File: config.mk
export PLATFORM = sky130hd
export DESIGN_NAME = stripe_counting_rotation_aligner
export DESIGN_NICKNAME = d
export VERILOG_FILES = /design/src/design/sca_pkg.sv /design/src/design/sca_cfg_regs.sv /design/src/design/sca_plan.sv /design/src/design/sca_core.sv /design/src/design/stripe_counting_rotation_aligner.sv
export SDC_FILE = /design/constraint.sdc
export NUM_CORES = 1
export LEC_CHECK = 0
export BUFFER_PORTS_ARGS = -buffer_cell sky130_fd_sc_hd__buf_2
export CORE_MARGIN = 2
export CORE_UTILIZATION = 25
export DETAILED_ROUTE_END_ITERATION = 8
export HOLD_SLACK_MARGIN = 0.15
export PLACE_DENSITY = 0.45
export SETUP_SLACK_MARGIN = 0.05
export SLEW_MARGIN = 0
export SYNTH_ARGS = -nofsm -noshare
export SYNTH_HDL_FRONTEND = slang
export SYNTH_SLANG_ARGS = --single-unit
File: constraint.sdc
create_clock -name clk_i -period 6 [get_ports clk_i]
set_clock_uncertainty 0.2 [all_clocks]
set_input_delay 0.3 -clock clk_i [delete_from_list [all_inputs] [get_ports clk_i]]
set_output_delay 0.3 -clock clk_i [all_outputs]
set_load 0.05 [all_outputs]
File: src/design/sca_pkg.sv
package sca_pkg;

  localparam int unsigned HeadingW   = 3;
  localparam int unsigned Headings   = 8;
  localparam int unsigned CountW     = 4;
  localparam int unsigned SampleW    = 12;
  localparam int unsigned TickW      = 16;
  localparam int unsigned CfgIndexW  = 2;
  localparam int unsigned CfgDataW   = 16;

  localparam logic [HeadingW-1:0] CwMaxDiff = 3'd3;

  localparam logic [CfgIndexW-1:0] CFG_MAGNET_THRESHOLD = 2'd0;
  localparam logic [CfgIndexW-1:0] CFG_LOCKOUT_TICKS    = 2'd1;
  localparam logic [CfgIndexW-1:0] CFG_TIMEOUT_TICKS    = 2'd2;

  localparam logic [SampleW-1:0] ThresholdReset = 12'd2048;
  localparam logic [TickW-1:0]   LockoutReset   = 16'd200;
  localparam logic [TickW-1:0]   TimeoutReset   = 16'd5000;

  localparam logic CMD_START = 1'b0;
  localparam logic CMD_TICK  = 1'b1;

  typedef struct packed {
    logic                command;
    logic [HeadingW-1:0] from_heading;
    logic [HeadingW-1:0] to_heading;
    logic [Headings-1:0] link_mask;
    logic [SampleW-1:0]  sensor_sample;
  } in_item_t;

  typedef struct packed {
    logic              turn_ccw;
    logic [CountW-1:0] stripes_left;
    logic              rotating;
    logic              done_res;
    logic              timed_out;
  } out_item_t;

  typedef struct packed {
    logic [SampleW-1:0] magnet_threshold;
    logic [TickW-1:0]   lockout_ticks;
    logic [TickW-1:0]   timeout_ticks;
  } cfg_t;

  typedef struct packed {
    logic              ccw;
    logic [CountW-1:0] count;
  } plan_t;

endpackage

File: src/design/sca_cfg_regs.sv
module sca_cfg_regs (
  input  logic                           clk_i,
  input  logic                           rst_ni,
  input  logic                           cfg_we_i,
  input  logic [sca_pkg::CfgIndexW-1:0]  cfg_index_i,
  input  logic [sca_pkg::CfgDataW-1:0]   cfg_wdata_i,
  output sca_pkg::cfg_t                  cfg_o
);
  import sca_pkg::*;

  cfg_t cfg_q, cfg_d;

  always_comb begin
    cfg_d = cfg_q;
    if (cfg_we_i) begin
      case (cfg_index_i)
        CFG_MAGNET_THRESHOLD: cfg_d.magnet_threshold = cfg_wdata_i[SampleW-1:0];
        CFG_LOCKOUT_TICKS:    cfg_d.lockout_ticks    = cfg_wdata_i[TickW-1:0];
        CFG_TIMEOUT_TICKS:    cfg_d.timeout_ticks    = cfg_wdata_i[TickW-1:0];
        default:              cfg_d = cfg_q;
      endcase
    end
  end

  always_ff @(posedge clk_i or negedge rst_ni) begin
    if (!rst_ni) begin
      cfg_q.magnet_threshold <= ThresholdReset;
      cfg_q.lockout_ticks    <= LockoutReset;
      cfg_q.timeout_ticks    <= TimeoutReset;
    end else begin
      cfg_q <= cfg_d;
    end
  end

  assign cfg_o = cfg_q;

endmodule

File: src/design/sca_plan.sv
module sca_plan (
  input  logic [sca_pkg::HeadingW-1:0] from_heading_i,
  input  logic [sca_pkg::HeadingW-1:0] to_heading_i,
  input  logic [sca_pkg::Headings-1:0] link_mask_i,
  output sca_pkg::plan_t               plan_o
);
  import sca_pkg::*;

  logic [HeadingW-1:0]   diff;
  logic                  ccw;
  logic [2*Headings-1:0] twice;
  logic [Headings-1:0]   rot;
  logic [Headings-1:0]   sel;
  logic [CountW-1:0]     n;

  // rot[k] is the link bit k steps clockwise from the source heading
  assign diff  = to_heading_i - from_heading_i;
  assign ccw   = diff > CwMaxDiff;
  assign twice = {link_mask_i, link_mask_i} >> from_heading_i;
  assign rot   = twice[Headings-1:0];

  // cw covers steps 0..diff; ccw covers the source plus steps diff..7
  always_comb begin
    n = '0;
    for (int k = 0; k < Headings; k++) begin
      if (ccw) sel[k] = (k == 0) || (HeadingW'(k) >= diff);
      else     sel[k] = HeadingW'(k) <= diff;
      n = n + CountW'(rot[k] & sel[k]);
    end
  end

  assign plan_o.ccw   = ccw;
  assign plan_o.count = n;

endmodule

File: src/design/sca_core.sv
module sca_core (
  input  logic               clk_i,
  input  logic               rst_ni,
  input  logic               step_i,
  input  sca_pkg::in_item_t  item_i,
  input  sca_pkg::cfg_t      cfg_i,
  output sca_pkg::out_item_t result_o
);
  import sca_pkg::*;

  plan_t             plan;
  logic [CountW-1:0] remaining_q, remaining_d;
  logic              ccw_q, ccw_d;
  logic              disarmed_q, disarmed_d;
  logic [TickW-1:0]  since_q, since_d;
  logic [TickW-1:0]  elapsed_q, elapsed_d;
  logic              active_q, active_d;
  logic [TickW-1:0]  elapsed_inc, since_inc;
  logic              below;
  logic              done, tmo;

  sca_plan u_plan (
    .from_heading_i (item_i.from_heading),
    .to_heading_i   (item_i.to_heading),
    .link_mask_i    (item_i.link_mask),
    .plan_o         (plan)
  );

  assign elapsed_inc = (elapsed_q == '1) ? elapsed_q : elapsed_q + 1'b1;
  assign since_inc   = (since_q == '1) ? since_q : since_q + 1'b1;
  assign below       = item_i.sensor_sample <= cfg_i.magnet_threshold;

  always_comb begin
    remaining_d = remaining_q;
    ccw_d       = ccw_q;
    disarmed_d  = disarmed_q;
    since_d     = since_q;
    elapsed_d   = elapsed_q;
    active_d    = active_q;
    done        = 1'b0;
    tmo         = 1'b0;
    if (item_i.command == CMD_START) begin
      ccw_d       = plan.ccw;
      remaining_d = plan.count;
      disarmed_d  = 1'b0;
      since_d     = '0;
      elapsed_d   = '0;
      active_d    = plan.count != '0;
      done        = plan.count == '0;
    end else if (active_q) begin
      elapsed_d = elapsed_inc;
      since_d   = since_inc;
      if (below && !disarmed_q) begin
        remaining_d = remaining_q - 1'b1;
        disarmed_d  = 1'b1;
        since_d     = '0;
      end else if (!below && disarmed_q && (since_inc > cfg_i.lockout_ticks)) begin
        disarmed_d = 1'b0;
      end
      tmo = elapsed_inc >= cfg_i.timeout_ticks;
      if (remaining_d == '0) begin
        active_d = 1'b0;
        done     = 1'b1;
      end
    end
  end

  always_ff @(posedge clk_i or negedge rst_ni) begin
    if (!rst_ni) begin
      remaining_q <= '0;
      ccw_q       <= 1'b0;
      disarmed_q  <= 1'b0;
      since_q     <= '0;
      elapsed_q   <= '0;
      active_q    <= 1'b0;
    end else if (step_i) begin
      remaining_q <= remaining_d;
      ccw_q       <= ccw_d;
      disarmed_q  <= disarmed_d;
      since_q     <= since_d;
      elapsed_q   <= elapsed_d;
      active_q    <= active_d;
    end
  end

  assign result_o.turn_ccw     = ccw_d;
  assign result_o.stripes_left = remaining_d;
  assign result_o.rotating     = active_d;
  assign result_o.done_res     = done;
  assign result_o.timed_out    = tmo;

endmodule

File: src/design/stripe_counting_rotation_aligner.sv
// channel   | valid       | stall       | payload
// ----------+-------------+-------------+---------------------------
// input     | in_valid_i  | in_stall_o  | in_item_i  (in_item_t)
// result    | out_valid_o | out_stall_i | out_item_o (out_item_t)
// config    | cfg_we_i    | -           | cfg_index_i, cfg_wdata_i
//
// One transaction per cycle sustained while the result is not stalled; a result
// passes from its input transaction through the input register, then the result
// register, before it is on the port.
// The state update and the start-count popcount sit between those registers.
// Reset is asynchronous; it clears the state and both valids and sets the config to its reset values.
// A stalled result holds the input register, which then stalls the input.
module stripe_counting_rotation_aligner (
  input  logic                           clk_i,
  input  logic                           rst_ni,
  input  logic                           in_valid_i,
  output logic                           in_stall_o,
  input  sca_pkg::in_item_t              in_item_i,
  output logic                           out_valid_o,
  input  logic                           out_stall_i,
  output sca_pkg::out_item_t             out_item_o,
  input  logic                           cfg_we_i,
  input  logic [sca_pkg::CfgIndexW-1:0]  cfg_index_i,
  input  logic [sca_pkg::CfgDataW-1:0]   cfg_wdata_i
);
  import sca_pkg::*;

  cfg_t      cfg;
  in_item_t  item_q;
  logic      item_valid_q;
  out_item_t result;
  out_item_t out_item_q;
  logic      out_valid_q;
  logic      step;
  logic      accept;

  assign step       = item_valid_q && (!out_valid_q || !out_stall_i);
  assign in_stall_o = item_valid_q && !step;
  assign accept     = in_valid_i && !in_stall_o;

  sca_cfg_regs u_cfg (
    .clk_i       (clk_i),
    .rst_ni      (rst_ni),
    .cfg_we_i    (cfg_we_i),
    .cfg_index_i (cfg_index_i),
    .cfg_wdata_i (cfg_wdata_i),
    .cfg_o       (cfg)
  );

  sca_core u_core (
    .clk_i    (clk_i),
    .rst_ni   (rst_ni),
    .step_i   (step),
    .item_i   (item_q),
    .cfg_i    (cfg),
    .result_o (result)
  );

  always_ff @(posedge clk_i or negedge rst_ni) begin
    if (!rst_ni) begin
      item_valid_q <= 1'b0;
      out_valid_q  <= 1'b0;
    end else begin
      if (accept)    item_valid_q <= 1'b1;
      else if (step) item_valid_q <= 1'b0;
      if (step)             out_valid_q <= 1'b1;
      else if (!out_stall_i) out_valid_q <= 1'b0;
    end
  end

  always_ff @(posedge clk_i) begin
    if (accept) item_q <= in_item_i;
    if (step)   out_item_q <= result;
  end

  assign out_valid_o = out_valid_q;
  assign out_item_o  = out_item_q;

endmodule

# Yosys cells after proc, flatten, opt, wreduce, memory -nomap -nowiden
# Index checks and enable logic that the tools add are counted.
totals:
  word_cells: 126
  input_bits: 50
  ff_bits: 120
  out_inout_bits: 10
op_classes:
  reduce_logical: 24
  shift: 1
  add_sub_neg: 11
  mux: 35
  bitwise_logic: 8
  n_eq_ne: 7
  order_cmp: 19
ops:
  columns: ["op", "n"]
  rows:
  - ["16-bit two-way mux", 7]
  - ["16-bit by 1-bit adder with 16-bit output (second input constant)", 2]
  - ["16-bit == test (second input constant)", 2]
  - ["1-bit two-way mux", 23]
  - ["4-bit two-way mux", 5]
  - ["4-bit by 1-bit adder with 4-bit output", 4]
  - ["16-bit >= comparator", 1]
  - ["16-bit > comparator", 1]
  - ["16-bit by 3-bit right shift with 8-bit output", 1]
  - ["3-bit >= comparator (first input constant)", 4]
  - ["12-bit less-or-equal comparator", 1]
  - ["3-bit less-or-equal comparator (first input constant)", 4]
  - ["2-bit AND reduction", 5]
  - ["1-bit bitwise AND", 8]
  - ["4-bit zero test", 2]
  - ["2-bit by 3-bit >= comparator with 1-bit output (first input constant)", 2]
  - ["1-bit by 3-bit less-or-equal comparator with 1-bit output (first input constant)", 2]
  - ["2-bit by 3-bit less-or-equal comparator with 1-bit output (first input constant)", 2]
  - ["1-bit logical AND", 6]
  - ["1-bit zero test", 6]
  - ["3-bit by 1-bit adder with 4-bit output", 1]
  - ["2-bit by 1-bit inequality test with 1-bit output (second input constant)", 2]
  - ["4-bit nonzero test", 1]
  - ["4-bit by 1-bit subtractor with 4-bit output (second input constant)", 1]
  - ["other kinds (12)", 12]

# Longest topological paths before layout
# Gate-level depths: netlist of run 1.
logic_depth:
  ltp_word: 13
  ltp_mapped: 22
  depth_no_buf: 22

# Modules after synthesis
# A second synthesis of run 1 with hierarchy kept.
hier_totals:
  hier_cells: 670
  area_unflattened_um2: 7156.9
modules_own_cells:
  columns: ["mod", "n_inst", "area_per_inst_um2", "cells_per_inst"]
  rows:
  - ["sca_core", 1, 3717.3, 472]
  - ["sca_cfg_regs", 1, 1700.4, 94]
  - ["stripe_counting_rotation_aligner", 1, 1143.6, 43]
  - ["sca_plan", 1, 595.6, 61]

# Least setup slack after synthesis of run 1
# Ideal clock, no wire load.
synth_path:
  kind: "reg2reg"
  startpoint: "reg item_q[24] (netlist name)"
  endpoint: "reg out_item_q (netlist bit out_item_o[1]), data pin"
  period_less_slack_ns: 5.461
  required_ns: 5.544
  arrival_ns: 5.005
  path_stages_with_launch: 21
  path_slack_ns: 0.539
  setup_time_ns: 0.256
  path_cell_list: "edfxtp_1 clkbuf_1 clkinv_1 fa_1 xor2_1 nor2_1 a22o_1 and3_1 fa_1 inv_1 fa_1 inv_1 fa_1 ha_1 inv_1 fa_1 xnor2_1 nor3b_1 o21a_1 and2_1 a22o_1"
synth_rtl:
  columns: ["item", "line", "rtl"]
  rows:
  - ["start, declared", "stripe_counting_rotation_aligner.sv:29", "in_item_t item_q;"]
  - ["start signal, assigned", "stripe_counting_rotation_aligner.sv:72", "if (accept) item_q <= in_item_i;"]
  - ["end signal, assigned", "stripe_counting_rotation_aligner.sv:73", "if (step) out_item_q <= result;"]
  - ["end, declared", "stripe_counting_rotation_aligner.sv:32", "out_item_t out_item_q;"]

==> summary by stage, run 1 <==
STA
The final-report hold violation count came to 0. The final critical path takes up just over 90% of the cycle. The number of slew-limit violations in the final report was 0. The final setup TNS is 0 ps. The post-route minimum period is between 5000 and 6000 ps. The worst pin sits at a relative slew slack of ~32%. Setup repair after global routing left no endpoint under its margin.

For this run, the top clock speed supported by timing is 0.1798 GHz. The total of endpoints with negative setup slack in the final report is 0. Setup slack on the critical path of the routed design comes to approximately 440 ps. For the pin with the worst max-slew slack, the measured transition is between 1000 and 1500 ps.

Clock tree
The number of sinks handled by clock tree synthesis is 120. The clock network latency to the later pin of the worst-skew pair is approximately 410 ps. The clock edge transition at the registers on the reported setup and hold paths is approximately 60 ps.

The clock tree from TritonCTS is done. Counting the buffers created by CTS gives 17. The worst-case clock buffer depth is 2. The root buffer cell is sky130_fd_sc_hd__clkbuf_16. The clock tree synthesis step divided the H-tree into 4 levels.

Worst setup path
Along the worst path, the maximum fanout reaches 8. The cell with the largest stage delay on the worst path is sky130_fd_sc_hd__fa_1. The type of origin of the critical path is a flip-flop.

Data arrives at the worst endpoint at ~5500 ps. For the worst setup path, the data required time is between 5000 and 6000 ps. The critical path endpoint category is a flip-flop.

The critical path goes through clkinvlp_4, fa_1, xor2_2, and2_1, a22o_1, and3_1, fa_1, inv_1, fa_1, inv_1, fa_1, ha_1, inv_1, fa_1, xnor2_1, nor3b_1, o21a_1, and2_1, a22o_1. For this run, the slowest stage of the critical path takes roughly 540 ps. Among the stages of the critical path, the cell type that occurs most often is sky130_fd_sc_hd__fa_1. The critical path in this run is classified as flip-flop to flip-flop.

Cells and area
The post-route netlist has a little over a fifth of its cells at a drive strength greater than 1. The number of filler instances in the final layout is 2,877. The area overhead of the layout relative to synthesis is 25.59%. The repair_antennas step left the layout with diodes totalling 0. After the last flow step, the layout net total stands at 900.

Synthesis
Sequential elements use 45.42% of the synthesized area. The number of synthesis warnings is 0. After synthesis, the most frequently instantiated cells are sky130_fd_sc_hd__dfrtp_1, sky130_fd_sc_hd__inv_1, sky130_fd_sc_hd__nand2_1.

The number of storage elements in the synthesis netlist is 120. Of all flip-flops after synthesis, the portion carrying an async set or reset was between 70% and 80%. The share of synthesized area in the top cell type comes to between 20% and 30%. The number of enable flip-flop cells after synthesis is 35.

The cell area that synthesis handed to floorplanning was 7022 µm². The average instance area after synthesis is roughly 10 µm². The total nets after synthesis is roughly 790. The top cell type by total area after synthesis is sky130_fd_sc_hd__dfrtp_1.

The post-synthesis cell count is between 600 and 700. By instance count, the leading cell after synthesis is sky130_fd_sc_hd__dfrtp_1. The number of library cell types mapped by synthesis is 66.

By area the synthesized netlist is led by sky130_fd_sc_hd__dfrtp_1, sky130_fd_sc_hd__edfxtp_1, sky130_fd_sc_hd__ha_1. The prevailing post-synth register cell is sky130_fd_sc_hd__dfrtp_1.

Placed design
The sum of net half-perimeters after detailed placement is 11.84 mm. The routability-driven placement congestion ratio is slightly below 0.8. The count of buffers added on input and output ports is 59.

Before CTS, the worst setup slack after placement is about 290 ps.

Route
The final routed wirelength across all metal layers is 16.45 mm. Once detail routing completed, the nets flagged for antenna violations numbered 0. The per-cell via count in the routed design is 4.477.

In this run, the number of DRC markers left after iteration 0 of detailed routing was approximately 250. The via total after detailed routing is ~5,300. The detailed-route wire length per cell is 13.89 µm. The count of TritonRoute iterations in the first routing pass is 4. In the routed design, unresolved DRC markers number 0.

Global routing
The pin count of the biggest net entering global routing is 68. The first-pass GRT wire length is 27.32 mm. The total overflow reported by the global router is 0.

The number of antenna violations at the first check in global routing came to 0. Global routing used between 10% and 20% of the available tracks. The number of global-route vias before repair came to 5,247.

Die
The boundary pin count is 60. The vertical die dimension is around 170 µm. The initialized floorplan defines between 60 and 70 standard-cell rows. In this run the standard cell core region covers roughly 28,000 µm². The die covers ~29,000 µm². The floorplan step set the die width to 171.6 µm. The initial utilization of the core area, before any placement, comes to roughly 25%.

Power and ir drop
The worst-case IR drop observed on VDD is slightly below 0.2 mV. Summed over all cells, the static leakage comes to 3.914 nW. The power per unit of standard cell area is around 310 nW/µm².

Min path
The type of the tightest min-delay check is primary input to flip-flop.

Job
The max-cap check violation count is 0.

Outcome
The run finished with clean final reports.
==> metal layers <==
metal	GRT usage (%)	vias up	share of wire, %
met1	16.43	2532	50
met4	3.242	0	0.76
li1	-	2673	-
met3	2.370	7	2.9
met5	0	-	0
met2	18.84	93	46
==> path summary, 6_finish.rpt <==
check	start	end	slack (ps)	cells past startpoint
worst min-delay path	cfg_index_i[0]	u_cfg.cfg_o[43]	180	5
min in group asynchronous	rst_ni	u_cfg.cfg_o[22]	190	2
worst max register to register	item_q[24]	out_item_o[1]	440	19
max in group asynchronous	rst_ni	u_core.since_q[12]	4200	3
worst min register to register	u_cfg.cfg_o[43]	u_cfg.cfg_o[43]	310	2
worst max-delay path	item_q[24]	out_item_o[1]	440	19
==> cell usage in the layout, fill, tap and decap left out, types with 35 or more instances in the layout <==
cell / instances
sky130_fd_sc_hd__a21oi_1: 41
sky130_fd_sc_hd__buf_2: 58
sky130_fd_sc_hd__dfrtp_1: 76
sky130_fd_sc_hd__dlygate4sd3_1: 48
sky130_fd_sc_hd__edfxtp_1: 35
sky130_fd_sc_hd__ha_1: 51
sky130_fd_sc_hd__inv_1: 62
sky130_fd_sc_hd__mux2_2: 42
sky130_fd_sc_hd__nand2_1: 57
sky130_fd_sc_hd__o21ai_0: 51
==> per-stage QoR <==
step	power (mW)	hold slack, ps	utilization [%]	cell area (µm²)	std cells
finish	2.752	176.2	31.83	8818	1185
global route	2.937	195.7	31.83	8818	1185
CTS	2.796	158.4	31.76	8800	1184
detailed placement	1.752	-4.025	27.93	7739	1104
global placement	1.745	-4.578	27.93	7739	1104
floorplan	1.559	-195.6	-	7022	686
==> cells by family (layout without fill, tap and decap cells) <==
kind of cell | count (synthesis) | in the layout | synth area share (%)
AOI/OAI and AO/OA | 162 | 162 | 14.40
xor gates and xnor gates | 26 | 26 | 3.243
adders and majority gates | 56 | 56 | 10.51
buffers and inverters | 88 | 209 | 4.918
DFF | 120 | 120 | 45.42
muxes | 52 | 52 | 8.161
and+or+nand+nor | 182 | 182 | 13.35
==> report_power, final <==
group	switching [mW]	internal (mW)	total (mW)
Sequential	0.0843	0.973	1.06
Clock	0.409	0.588	0.996
Combinational	0.399	0.299	0.698
==> state kept, by name, summed over array words and instances, names as in the netlist <==
register            flops
u_core.disarmed_q       1
u_cfg.cfg_o            44
out_item_o              8
out_valid_o             1
u_core.elapsed_q       16
u_core.since_q         16
u_core.active_q         1
item_valid_q            1
u_core.ccw_q            1
u_core.remaining_q      4
item_q                 27
==> critical path, delay by kind of cell (launching register included) <==
family	cells	cell delay (ps)
buf+inv	4	380
compound gates	3	600
xor+xnor	2	420
fa+ha+maj	6	2600
simple gates	4	610
flops	1	490
==> timing repair <==
item                       CTS  global route
setup endpoints to repair    0             2
hold buffers                48             0
resized for setup            0             2
buffers inserted             0             1
hold endpoints to repair    91             0
==> final cells by class <==
cell class	count	area (µm²)	share of cell area (%)
repair buffers	113	823.3	9.336
clock inverters	12	102.6	1.163
well taps	378	473.0	5.363
clock buffers	20	478.0	5.420
flip-flops and latches	120	3189	36.17
multi-input cells	478	3508	39.78
inverters	64	244.0	2.767
(Power assumes the default switching activity.)
==> run 2, diff against run 1 <==
- ABC_AREA: unset -> 1
==> run 2 against run 1 <==
  * Maximum frequency increased by 3.1%
  * Register-to-register slack improved by 170 ps
  * Area after synthesis decreased by 1.5%
  * Critical path type unchanged
  * Critical endpoint is now out_item_o[2]
  * Largest cell class is now flip-flops and latches
==> summary by stage, run 2 <==
Outcome
The flow ran to the end, and the final reports show no timing, DRC or antenna violations.

Synthesis
The post-synthesis cell area is 6918 µm² (-1.5%). The number of synthesis warnings is 0 (unchanged). The portion of the post-synthesis area used by sequential elements was 46.10% (+0.68 points). The number of storage elements in the synthesis netlist is 120 (unchanged).

The proportion of netlist area held by the largest area contributor is 27.49% (+0.41 points). The total nets after synthesis is 924 (+17%). The share of flip-flops with an asynchronous set or reset after synthesis is 70.83% (unchanged).

The top cell type by total area after synthesis is sky130_fd_sc_hd__dfrtp_1. By count the netlist is led by sky130_fd_sc_hd__nand2_1, sky130_fd_sc_hd__inv_1, sky130_fd_sc_hd__o21ai_0. After synthesis, the cell types taking the most area are sky130_fd_sc_hd__dfrtp_1, sky130_fd_sc_hd__edfxtp_1, sky130_fd_sc_hd__nand2_1. The most common cell in the synthesized netlist is sky130_fd_sc_hd__nand2_1. The average instance area after synthesis is 8.457 µm² (-17%). The number of enable flip-flop cells after synthesis is 35 (unchanged). For this run, the leading register cell type out of synthesis is sky130_fd_sc_hd__dfrtp_1. The post-synthesis cell count is 818 (+19%). The number of library cell types mapped by synthesis was 46 (-30%).

Job
The max-cap check violation count came to 0 (unchanged).

Power and ir drop
The net switching power is 0.9014 mW (+1.1%). The power per unit of standard cell area is 314.4 nW/µm² (+0.75%). The part of the power in registers is 38.1% (-0.3 points). The switching part of the total came to 33.01% (+0.60 points). The part of the power in the clock network is 37.9% (+1.7 points). The combinational fraction of design power is 24.0% (-1.4 points).

The overall power of the completed layout came to 2.731 mW (-0.78%). The peak supply drop is 0.1917 mV (-0.65%). The leakage dissipation is 4.256 nW (+8.7%). The cell-internal power is 1.829 mW (-1.7%).

Min path
The type of the tightest min-delay check is flip-flop to flip-flop. The cell depth of the worst min-delay path is 2 (-3). The critical hold path startpoint is u_cfg.cfg_o[20].

Worst setup path
The critical path is of the flip-flop to flip-flop type. For this design, the slowest cell found on the critical path is sky130_fd_sc_hd__edfxtp_1. Traced cell by cell, the critical path runs through ha_1, inv_1, fa_1, or2_2, nand2_1, inv_1, o211ai_1, a21oi_1, fa_1, inv_1, fa_1, inv_1, fa_1, ha_1, inv_1, fa_1, xor2_1, nand3_1, o21ai_0, nand2_1.

The required time of the critical path is 5960 ps (about the same). The cell family with the largest share of critical-path delay is adder cells. The worst reg-to-reg path cell count is 20 (+1). STA classifies the critical path endpoint as a flip-flop. The startpoint identified for the worst register-to-register timing path is item_q[23]. In this run the worst setup path begins at item_q[23]. The critical path arrival is 5360 ps (-170 ps).

The combined buffer and inverter count along the critical path came to 5 (+1). The worst setup path is launched from a flip-flop. The path length in cells of the critical path was 20 (+1). The critical path's largest stage delay came to 610 ps (+70 ps). The maximum fanout count along the critical path came to 17 (+9).

Global routing
The total overflow reported by the global router is 0 (unchanged). The number of antenna violations at the first check in global routing came to 0 (unchanged). The number of global-route vias before repair is 5,564 (+6.0%). The first-pass GRT wire length is 27.52 mm (+0.76%). The global-route total usage across every layer is 12.00% (+0.13 points). The pin count of the biggest net entering global routing came to 66 (-2.9%).

STA
The final setup TNS is 0 ps (unchanged). The share of the clock period used by the worst path after layout came to 89.90% (-2.8 points). The final-report hold violation count is 0 (unchanged). The total of endpoints with negative setup slack in the final report came to 0 (unchanged). The post-route minimum period is 5394 ps (-168.8 ps). The tightest slew margin relative to the limit was 28.02% (-4.3 points). The pin slew with the least headroom to its limit is 1077 ps (+65.03 ps). The number of slew-limit violations in the final report came to 0 (unchanged).

The fmax was 0.1854 GHz (+3.1%). The worst hold slack across all endpoints is 282.3 ps (+106.2 ps). Setup repair after global routing left no endpoint under its margin.

Die
The horizontal extent of the die was 170.3 µm (-0.73%). The area enclosed by the die boundary was 29,020 µm² (-1.4%). The core footprint came to 27,030 µm² (-2.5%). The boundary pin count is 60 (unchanged). The initial cell density of the core is 25.60% (+0.25 points). The cell row count is 60 (-1.6%). The vertical die dimension is 170.3 µm (-0.73%).

Route
The count of TritonRoute iterations in the first routing pass is 5 (+1). The per-cell via count in the routed design came to 4.283 (-4.3%). The number of design-rule violations left by the first detailed-router iteration came to 288 (+17%). The post-detailed-route DRC marker count is 0 (unchanged).

The post-route antenna net violation count was 0 (unchanged). The detailed-route wire length per cell is 12.56 µm (-9.5%). The final routed wirelength across all metal layers was 16.17 mm (-1.8%). The via total after detailed routing is 5,512 (+3.9%).

Cells and area
The final net count was 1,039 (+15%). In the layout the commonest cells are sky130_fd_sc_hd__nand2_1, sky130_fd_sc_hd__inv_1, sky130_fd_sc_hd__o21ai_0. The multi-input combinational cell area was 3035 µm² (-13%).

The storage element area is 3189 µm² (unchanged). The number of antenna repair diodes is 0 (unchanged). The number of filler instances in the final layout was 2,833 (-1.5%). The most common library cell in the layout ignoring fill and taps is sky130_fd_sc_hd__nand2_1. The number of flip-flops in the largest register is 44 (unchanged). The fraction of final layout cells with drive strength greater than 1 was 13.53% (-7.7 points). The area overhead of the layout relative to synthesis was 25.54% (about the same).

Placed design
The sum of net half-perimeters after detailed placement was 12.03 mm (+1.6%). The routability-driven placement congestion ratio was 0.7820 (+0.33%). The count of buffers inserted at the top-level ports is 59 (unchanged).

Clock tree
The total number of H-tree levels is 4 (unchanged). The clock network latency to the later pin of the worst-skew pair came to 420 ps (about the same). The tree is rooted in a sky130_fd_sc_hd__clkbuf_16. The number of clock buffers inserted by TritonCTS is 17 (unchanged).

The count of buffers added by post-CTS timing repair for setup is 0 (unchanged). The clock edge transition at the registers on the reported setup and hold paths is 60 ps (about the same). The number of hold buffers added after cts is 50 (+4.2%). The post-cts sizing count is 0 (unchanged). The clock tree from TritonCTS is done.

The worst-case clock buffer depth is 2 (unchanged). The number of sinks handled by clock tree synthesis came to 120 (unchanged).
run 2: area by class of cell:
cell class                 count  area share [%]
multi-input combinational    516           34.95
clock inverter                13           1.470
tap                          341           4.913
sequential                   120           36.72
inverter                     167           7.232
clock buffer                  19           5.345
timing repair buffer         111           9.365
run 2: power by group through the flow:
stage,Sequential [mW],Clock [mW],Combinational [mW]
floorplan,1.09,0,0.426
global placement,1.06,0,0.634
detailed placement,1.06,0,0.638
CTS,1.04,1.06,0.669
global route,1.06,1.09,0.773
finish,1.04,1.03,0.655
run 2: worst register-to-register path: cells and delay by family, from the launching register on:
kind	cells	cell delay (ps)
AOI/OAI and AO/OA	3	410
and+or+nand+nor	4	640
xor gates and xnor gates	1	210
DFF	1	610
buffers and inverters	5	310
adders and majority gates	7	2750
run 2: final timing paths:
| path | end | slack [ps] |
|---|---|---|
| worst min-delay path | u_cfg.cfg_o[20] | 280 |
| max in group asynchronous | u_core.since_q[3] | 3570 |
| min in group asynchronous | u_cfg.cfg_o[7] | 710 |
| worst max register to register | out_item_o[2] | 610 |
| worst min register to register | u_cfg.cfg_o[20] | 280 |
| worst max-delay path | out_item_o[2] | 610 |
run 2: per-stage QoR:
stage / setup slack, ps / instance area, µm² / util [%] / cells
CTS: 604.6 / 8685 / 32.13 / 1287
global route: 227.6 / 8685 / 32.13 / 1287
global placement: 709.4 / 7592 / 28.09 / 1205
finish: 606.2 / 8685 / 32.13 / 1287
detailed placement: 614.2 / 7592 / 28.09 / 1205
floorplan: 1170 / 6918 / - / 818
run 2: kinds of logic after synthesis:
logic type	count (synthesis)	synth area share (%)
mux	4	0.5788
xor+xnor	17	2.261
compound gates	162	12.88
simple gates	277	17.45
buf+inv	182	10.06
fa+ha+maj	56	10.67
flops	120	46.10
run 2: layer usage:
layer	part of all wire [%]	global-route usage (%)	vias to the layer above
li1	-	-	2910
met1	48	15.17	2523
met2	49	20.84	63
met3	1.7	1.744	16
met4	1.5	4.274	0
met5	0	0	-
